## config.mk

```make
export PLATFORM = sky130hd
export DESIGN_NAME = es2jd_div
export DESIGN_NICKNAME = d
export VERILOG_FILES = /design/src/rtl/es2jd_pkg.sv /design/src/rtl/es2jd_div.sv
export SDC_FILE = /design/constraint.sdc
export NUM_CORES = 2
export LEC_CHECK = 0
export BUFFER_PORTS_ARGS = -buffer_cell sky130_fd_sc_hd__buf_2
export CORE_MARGIN = 5
export CORE_UTILIZATION = 35
export CTS_BUF_LIST = sky130_fd_sc_hd__clkbuf_4 sky130_fd_sc_hd__clkbuf_8
export CTS_CLUSTER_DIAMETER = 120
export DETAILED_ROUTE_END_ITERATION = 10
export GPL_TIMING_DRIVEN = 0
export MAX_ROUTING_LAYER = met4
export SETUP_SLACK_MARGIN = 0.3
export SYNTH_ARGS = -nofsm -noshare
export SYNTH_HDL_FRONTEND = slang
export SYNTH_SLANG_ARGS = --single-unit
```

## constraint.sdc

```tcl
create_clock -name i_clk -period 6.85 [get_ports i_clk]
set_input_delay 2.055 -clock i_clk [delete_from_list [all_inputs] [get_ports i_clk]]
set_output_delay 2.055 -clock i_clk [all_outputs]
set_load 0.05 [all_outputs]
```

## src/rtl/es2jd_pkg.sv

```systemverilog
// shared types and constants for the epoch seconds to julian date core
package es2jd_pkg;

    // input beat
    typedef struct packed {
        logic signed [63:0] epoch_seconds;
        logic        [59:0] frac_attoseconds;
    } t_in_item;

    // result beat
    typedef struct packed {
        logic signed [39:0] cal_year;
        logic        [3:0]  cal_month;
        logic        [4:0]  cal_day;
        logic        [4:0]  cal_hour;
        logic        [5:0]  cal_minute;
        logic        [5:0]  cal_second;
        logic        [59:0] out_attoseconds;
    } t_out_item;

    // control and sideband that ride along the divider stages
    typedef struct packed {
        logic        valid;
        logic [59:0] atto;
    } t_div_tag;

    localparam int Q_BITS = 38;   // quotient bits of the cluster division
    localparam int W_BITS = 65;   // biased dividend width

    // cluster divider: dividend over 2^7 split into quotient digits
    localparam int DIG_BITS    = 12;
    localparam int DIGITS      = 5;
    localparam int NUM_BITS    = DIG_BITS * DIGITS;
    localparam int RECIP_SHIFT = 52;

    localparam logic [26:0] CLUSTER_SECS = 27'd126230400;  // 1461 days
    localparam logic [26:0] YEAR_SECS_1  = 27'd31536000;
    localparam logic [26:0] YEAR_SECS_2  = 27'd63072000;
    localparam logic [26:0] YEAR_SECS_3  = 27'd94608000;
    localparam logic [26:0] BASE_OFFSET  = 27'd94694400;   // 1970-01-01 to 1973-01-01

    // cluster length is 2^7 times this odd part
    localparam logic [19:0] CLUSTER_ODD   = 20'd986175;
    localparam logic [32:0] CLUSTER_RECIP = 33'd4566734736;  // 2^52 / 986175, rounded up

    // dividend bias: 2^37 clusters minus the base offset keeps it positive
    localparam logic [W_BITS-1:0] W_OFFSET =
        (W_BITS'(CLUSTER_SECS) << 37) - W_BITS'(BASE_OFFSET);

    // year bias: base year plus 2^39, which cancels the 2^37 cluster bias mod 2^40
    localparam logic [39:0] YEAR_BIAS = 40'd1973 + 40'h80_0000_0000;

    localparam logic [16:0] SECS_PER_DAY  = 17'd86400;
    localparam logic [11:0] SECS_PER_HOUR = 12'd3600;
    localparam logic [11:0] SECS_PER_MIN  = 12'd60;

    // reciprocals for exact division after dropping the power-of-two factor
    localparam logic [18:0] DAY_RECIP  = 19'd397683;  // 2^28 / 675, rounded up
    localparam logic [12:0] HOUR_RECIP = 13'd4661;    // 2^20 / 225, rounded up
    localparam logic [10:0] MIN_RECIP  = 11'd1093;    // 2^14 / 15, rounded up

    // first day of each month, counted from the start of the year
    localparam logic [8:0] MONTH_START_COMMON [12] = '{
        9'd0, 9'd31, 9'd59, 9'd90, 9'd120, 9'd151,
        9'd181, 9'd212, 9'd243, 9'd273, 9'd304, 9'd334
    };
    localparam logic [8:0] MONTH_START_LEAP [12] = '{
        9'd0, 9'd31, 9'd60, 9'd91, 9'd121, 9'd152,
        9'd182, 9'd213, 9'd244, 9'd274, 9'd305, 9'd335
    };

endpackage

```

## src/rtl/es2jd_div.sv

```systemverilog
// pipelined divider by the four-year cluster length, two stages per 12-bit quotient digit
module es2jd_div (
    input  logic                               i_clk,
    input  logic                               i_rst_n,
    input  es2jd_pkg::t_div_tag                i_tag,
    input  logic [es2jd_pkg::W_BITS-1:0]       i_dividend,
    output es2jd_pkg::t_div_tag                o_tag,
    output logic [es2jd_pkg::Q_BITS-1:0]       o_quot,
    output logic [26:0]                        o_rem
);

    // the low seven dividend bits ride along, the rest is divided by the odd part

    // multiply stage of each digit
    es2jd_pkg::t_div_tag                                   r_a_tag  [es2jd_pkg::DIGITS];
    logic [31:0]                                           r_a_part [es2jd_pkg::DIGITS];
    logic [es2jd_pkg::NUM_BITS-es2jd_pkg::DIG_BITS-1:0]    r_a_num  [es2jd_pkg::DIGITS];
    logic [6:0]                                            r_a_low  [es2jd_pkg::DIGITS];
    logic [es2jd_pkg::DIG_BITS-1:0]                        r_a_q    [es2jd_pkg::DIGITS];

    // subtract stage of each digit
    es2jd_pkg::t_div_tag                                   r_b_tag  [es2jd_pkg::DIGITS];
    logic [19:0]                                           r_b_rem  [es2jd_pkg::DIGITS];
    logic [es2jd_pkg::NUM_BITS-1:0]                        r_b_num  [es2jd_pkg::DIGITS];
    logic [6:0]                                            r_b_low  [es2jd_pkg::DIGITS];

    for (genvar d = 0; d < es2jd_pkg::DIGITS; d++) begin : g_digit
        es2jd_pkg::t_div_tag               tag_in;
        logic [19:0]                       rem_in;
        logic [es2jd_pkg::NUM_BITS-1:0]    num_in;
        logic [6:0]                        low_in;
        logic [31:0]                       part;
        logic [64:0]                       prod;
        logic [31:0]                       part_left;

        if (d == 0) begin : g_first
            assign tag_in = i_tag;
            assign rem_in = '0;
            assign num_in = es2jd_pkg::NUM_BITS'(i_dividend[es2jd_pkg::W_BITS-1:7]);
            assign low_in = i_dividend[6:0];
        end else begin : g_next
            assign tag_in = r_b_tag[d-1];
            assign rem_in = r_b_rem[d-1];
            assign num_in = r_b_num[d-1];
            assign low_in = r_b_low[d-1];
        end

        // remainder with the next digit appended stays below 2^32
        assign part = {rem_in, num_in[es2jd_pkg::NUM_BITS-1 -: es2jd_pkg::DIG_BITS]};
        assign prod = 65'(part) * 65'(es2jd_pkg::CLUSTER_RECIP);
        assign part_left = r_a_part[d] - 32'(r_a_q[d]) * 32'(es2jd_pkg::CLUSTER_ODD);

        always_ff @(posedge i_clk) begin
            if (!i_rst_n) begin
                r_a_tag[d].valid <= 1'b0;
                r_b_tag[d].valid <= 1'b0;
            end else begin
                r_a_tag[d].valid <= tag_in.valid;
                r_b_tag[d].valid <= r_a_tag[d].valid;
            end
            r_a_tag[d].atto <= tag_in.atto;
            r_a_part[d]     <= part;
            r_a_num[d]      <= num_in[es2jd_pkg::NUM_BITS-es2jd_pkg::DIG_BITS-1:0];
            r_a_low[d]      <= low_in;
            r_a_q[d]        <= es2jd_pkg::DIG_BITS'(prod >> es2jd_pkg::RECIP_SHIFT);
            r_b_tag[d].atto <= r_a_tag[d].atto;
            r_b_rem[d]      <= 20'(part_left);
            r_b_num[d]      <= {r_a_num[d], r_a_q[d]};
            r_b_low[d]      <= r_a_low[d];
        end
    end

    assign o_tag  = r_b_tag[es2jd_pkg::DIGITS-1];
    assign o_quot = es2jd_pkg::Q_BITS'(r_b_num[es2jd_pkg::DIGITS-1]);
    assign o_rem  = {r_b_rem[es2jd_pkg::DIGITS-1], r_b_low[es2jd_pkg::DIGITS-1]};

`ifndef SYNTHESIS
    // the remainder must have been fully reduced
    a_rem_reduced: assert property (@(posedge i_clk) disable iff (!i_rst_n)
        o_tag.valid |-> (r_b_rem[es2jd_pkg::DIGITS-1] < es2jd_pkg::CLUSTER_ODD))
        else $error("cluster remainder not reduced");

    // the biased cluster number fits the quotient port
    a_quot_fits: assert property (@(posedge i_clk) disable iff (!i_rst_n)
        o_tag.valid |->
            (r_b_num[es2jd_pkg::DIGITS-1][es2jd_pkg::NUM_BITS-1:es2jd_pkg::Q_BITS] == '0))
        else $error("cluster quotient overflow");
`endif

endmodule

```

=== After elaboration in Yosys (flattened, before gate mapping) ===
Memory sizes are Yosys's and may differ from the RTL's.
Index checks and enable logic that the tools add are counted.
W data, S select, Z words.

* Register bits: 0
* Bits in latches: 0
* Bits in writable memories: 1,540
* Bits in read-only memories: 0
* Input port bits: 128
* Output and inout port bits: 126
* Memories: 9

{| class="wikitable"
|+ Memory list
! name !! words !! bits a word !! read ports !! clocked after memory_dff !! write ports !! RTL line !! RTL
|-
| r_a_tag || 5 || 61 || 5 || 0 || 5 || es2jd_div.sv:15 || <nowiki>es2jd_pkg::t_div_tag r_a_tag [es2jd_pkg::DIGITS];</nowiki>
|-
| r_b_tag || 5 || 61 || 5 || 0 || 5 || es2jd_div.sv:22 || <nowiki>es2jd_pkg::t_div_tag r_b_tag [es2jd_pkg::DIGITS];</nowiki>
|-
| r_b_num || 5 || 60 || 5 || 0 || 5 || es2jd_div.sv:24 || <nowiki>logic [es2jd_pkg::NUM_BITS-1:0] r_b_num [es2jd_pkg::DIGITS];</nowiki>
|-
| r_a_num || 5 || 48 || 5 || 0 || 5 || es2jd_div.sv:17 || <nowiki>logic [es2jd_pkg::NUM_BITS-es2jd_pkg::DIG_BITS-1:0] r_a_num [es2jd_pkg::DIGITS];</nowiki>
|-
| r_a_part || 5 || 32 || 5 || 0 || 5 || es2jd_div.sv:16 || <nowiki>logic [31:0] r_a_part [es2jd_pkg::DIGITS];</nowiki>
|-
| r_b_rem || 5 || 20 || 5 || 0 || 5 || es2jd_div.sv:23 || <nowiki>logic [19:0] r_b_rem [es2jd_pkg::DIGITS];</nowiki>
|-
| 3 more memories || -- || -- || -- || -- || -- || -- ||
|}

* Add/sub/neg operators: 5
* Multipliers: 9
* Div/mod/pow operators: 0
* Magnitude comparators: 0
* Equal/unequal tests: 0
* Shifts and indexed selects: 0
* Mux-type cells: 12
* Bitwise operators: 10
* Reductions and logical operators: 0

{| class="wikitable"
|+ Operators by type and width
! kind !! number
|-
| $mul A32 B29 Y60 const B || 4
|-
| $mul A12 B20 Y20 const B || 5
|-
| $sub A20 B20 Y20 || 5
|-
| $mux W1 || 12
|-
| $or A1 B1 Y1 || 10
|}

=== Longest topological paths before layout ===
An unclocked memory read counts as a cell.

* Depth in word-level cells: 3
* Mapped depth: 28
* Gate-level depth less buffers: 28

=== Least setup slack after synthesis ===
Ideal clock, no wire load.

* Path kind: flip-flop to flip-flop
* Start point: memory r_b_rem[0][19]
* End point: memory r_a_q[0][22] in the netlist's numbering
* Setup time: 120 ps
* Arrival: 6,785 ps
* Data required time: 6,730 ps
* Slack: -55 ps
* Stages on the path, launching flop included: 27
* Path buffers: 0
* Clock period less this slack: 6,905 ps
* Cell sequence: dfxtp_1 > ha_1 > fa_1 > inv_1 > fa_1 > fa_1 > inv_1 > fa_1 > inv_1 > fa_1 > inv_1 > fa_1 > inv_1 > fa_1 > inv_1 > ha_1 > nand4_1 > nor4_1 > o21ai_1 > a2111oi_2 > a211oi_2 > o41ai_4 > a21oi_2 > nor2b_2 > o21ai_2 > nor2b_4 > xnor2_2

{| class="wikitable"
|+ RTL lines
! item !! RTL line !! RTL
|-
| from (decl) || es2jd_div.sv:23 ||
|-
| to (decl) || es2jd_div.sv:19 || <nowiki>logic [es2jd_pkg::DIG_BITS-1:0] r_a_q [es2jd_pkg::DIGITS];</nowiki>
|}

==> impl_results.md <==
- Outcome: finished, violations left
- Failing checks: negative setup slack
- Synthesized area per cell: 11.7 µm²
- Total number of nets in the final design: 12200
- Most frequent cells in the layout: 2175 x inv_1, 1780 x ha_1, 1344 x fa_1, 1167 x dfxtp_1, 257 x buf_2
- Reg-to-reg critical path startpoint: r_b_rem[0][18]
- Worst r2r path cells: 26
- Floorplan Core Area: 266000 µm²
- Worst EP arrival: 7.87 ns
- Final setup violating endpoints: 6
- Detail-routed net length per standard cell: 16.5 µm
- Distinct cell type count of the synthesized netlist: 75
- Global-route usage over all layers: 0.154
- Total of fill cells in the finished design: 25100
- Last weighted congestion value of the routability-driven placer: 0.898
- Quantity of I/O buffers inserted on ports: 253
- Die Area: 278000 µm²
- Clk buf depth: 4
- Number of buffers added by the clock tree synthesis step: 203
- Startpoint kind of the worst setup timing path: register
- Number of enable-type register cells in the synthesized netlist: 0
- Number of design-rule violations left by the first detailed-router iteration: 1660
- Area Growth Syn to Fin: 16.5%
- DR vias/cell: 4.38
- Clock latency on the worst-skew pair: 0.95 ns
- HPWL reported at the end of detailed placement: 167000 µm
- Grt ovf: 0
- Die Y-Extent: 527 µm
- Clock-pin slew on the worst setup and hold paths: 0.06 ns
- Placement Rows: 189
- Number of I/O pins: 254
- Count of state elements after synthesis: 1278
- Pin slew with the least headroom to its limit: 0.703 ns
- Max-cap violation count: 0
- RSZ-0062 raised after global routing: yes
- CTS Root Buffer Type: clkbuf_8
- Largest net degree at the start of global routing: 17
- Register-to-register setup slack: -0.20 ns
- Longest individual stage delay on the worst path: 0.65 ns
- Number of nets in the synthesized netlist: 11500
- Hold-critical path endpoint: r_a_tag[4][52]
- Type of the worst min-delay path: register to register
- Minimum period implied by the final worst setup slack: 7.05 ns
- Number of stages on the worst hold path: 0
- Worst max-slew margin expressed relative to the limit: 0.531
- Final hold vios: 0
- Share of synthesized area occupied by flip-flops and latches: 0.273
- Commonest non-fill, non-tap cell in the layout: inv_1
- Fraction of final layout cells sized beyond drive strength 1: 0.153
- Total via count in the routed design: 54400
- Clock sinks: 1278
- Period utilization: 1.03
- Number of global-route vias before repair: 61300
- Die extent in x: 527 µm
- Kind of end point of the critical path: register
- Path type of the worst setup path: register to register
- Primary flip-flop cell chosen by synthesis mapping: dfxtp_1
- Cells after synthesis: 8029
- Reg-to-reg critical path endpoint: r_a_q[0][22]
- DRC Markers: 0
- Maximum fanout encountered on the critical timing path: 4
- Hold path start: r_b_tag[3][52]
- Initial core utilization: 0.352
- Critical Path RT: 7.67 ns
- Antenna violations before repair: 9
- TritonCTS clock tree: done
- Max Clock Freq: 0.142 GHz
- Crit path max-delay cell type: fa_1
- Combined area of all synthesized cells: 93600 µm²
- Antenna violation net count after detailed routing: 0
- Final Max Slew Viols: 0
- Pre-antenna DRT Iters: 5
- Crit path top cell by count: fa_1
- Yosys warns: 0
- Setup clock skew after layout: 0.0972 ns
- Final WS setup: -0.198 ns
- Fraction of registers with async set/reset: 0
- Post-placement worst setup slack: -1.40 ns
- Global-route wire length before repair: 331000 µm
- Routed Wire Length: 205000 µm
- Number of levels the H-tree was split into: 4
-- critical path: cells and delay by family, from the launching register on --
kind | cells | cell delay, ns
and+or+nand+nor | 4 | 0.74
DFF | 1 | 0.39
xor gates and xnor gates | 1 | 0.12
AOI/OAI and AO/OA | 6 | 0.98
buffers and inverters | 6 | 0.48
adders and majority gates | 9 | 4.21
-- layer usage --
metal / GRT usage / up-vias / part of all wire
met5: - / - / 0
met4: 0.0422 / 0 / 0.030
met3: 0.0176 / 320 / 0.033
met2: 0.269 / 763 / 0.50
met1: 0.190 / 27000 / 0.43
li1: - / 26300 / -
-- synth_stat cells, types with 6 or more instances --
cell type | number | area [µm²]
o21ai_1 | 11 | 55.1
nand2b_1 | 17 | 106
nand4_1 | 26 | 163
nand3_1 | 38 | 190
nand2_1 | 129 | 484
clkbuf_1 | 10 | 37.5
o21bai_1 | 16 | 120
fa_1 | 1381 | 27600
nor2_1 | 119 | 447
and2_1 | 19 | 119
and3_1 | 12 | 75.1
inv_1 | 2220 | 8330
xor2_1 | 86 | 753
o2111ai_1 | 7 | 61.3
dfxtp_1 | 1278 | 25600
o31a_1 | 6 | 52.6
nor3_1 | 34 | 170
a21o_1 | 116 | 871
nor2b_1 | 21 | 131
or2_2 | 10 | 62.6
xnor2_1 | 149 | 1310
o21ai_0 | 73 | 365
a21oi_1 | 133 | 666
a211oi_1 | 24 | 180
nor4_1 | 12 | 75.1
o21a_1 | 31 | 233
ha_1 | 1943 | 24300
a221oi_1 | 6 | 52.6
-- state kept, by name, summed over array words and instances, names as in the netlist --
register	flops
r_a_tag	305
r_b_tag	305
r_a_low	35
r_a_part	90
r_a_num	162
r_b_rem	98
r_b_num	200
r_b_low	35
r_a_q	48
-- what timing repair did --
action	4_1_cts	5_1_grt
setup buffers	193	52
hold buffers	0	0
resized for setup	504	192
setup endpoints to repair	48	45
pin swaps	167	136
endpoints found under the hold margin	0	0
cloned	0	0
-- logic make-up (layout without fill, tap and decap cells) --
group / Yosys count / after routing / synth area share
xor gates and xnor gates: 236 / 236 / 0.0222
other: 0 / 3 / 0
DFF: 1278 / 1278 / 0.273
adders and majority gates: 3324 / 3324 / 0.555
AOI/OAI and AO/OA: 495 / 495 / 0.0356
muxes: 1 / 1 / 0.000120
and+or+nand+nor: 462 / 462 / 0.0242
buffers and inverters: 2233 / 3084 / 0.0897
-- worst max path at each step --
stage | slack, ns | end | start
final | -0.20 | r_a_q[0][22] | r_b_rem[0][18]
after global routing | -0.48 | r_a_q[0][22] | r_b_rem[0][18]
after CTS | -0.25 | r_a_q[0][22] | r_b_rem[0][18]
after detailed placement | -1.40 | r_a_q[0][47] | r_b_rem[0][49]
after global placement | -1.33 | r_a_q[0][46] | r_b_rem[0][42]
after floorplan | 0.30 | r_a_q[0][23] | r_b_rem[0][4]
-- final cells by class --
cell class	instances	area [µm²]	area share
Antenna cell	3	7.51	0.0000688
Buffer	13	86.3	0.000792
Clock buffer	298	3740	0.0343
Clock inverter	55	801	0.00734
Inverter	2220	8350	0.0765
Multi-Input combinational cell	4518	62300	0.571
Sequential cell	1278	26000	0.238
Tap cell	3533	4420	0.0405
Timing Repair Buffer	498	3440	0.0315
-- per-stage QoR --
| stage | hold slack [ns] | cell area [µm²] | util | TNS [ns] | instances |
|---|---|---|---|---|---|
| CTS | 0.243 | 108000 | 0.405 | -1.17 | 12400 |
| detailed placement | 0.312 | 99400 | 0.374 | -32.64 | 11800 |
| finish | 0.268 | 109000 | 0.410 | -0.541 | 12400 |
| floorplan | 0.310 | 93700 | - | 0 | 8029 |
| global placement | 0.310 | 99400 | 0.374 | -31.84 | 11800 |
| global route | 0.263 | 109000 | 0.410 | -3.86 | 12400 |
Power is left out: the tool's default activity adds up to more than one toggle a clock period on the data nets, which glitch-free logic cannot reach.
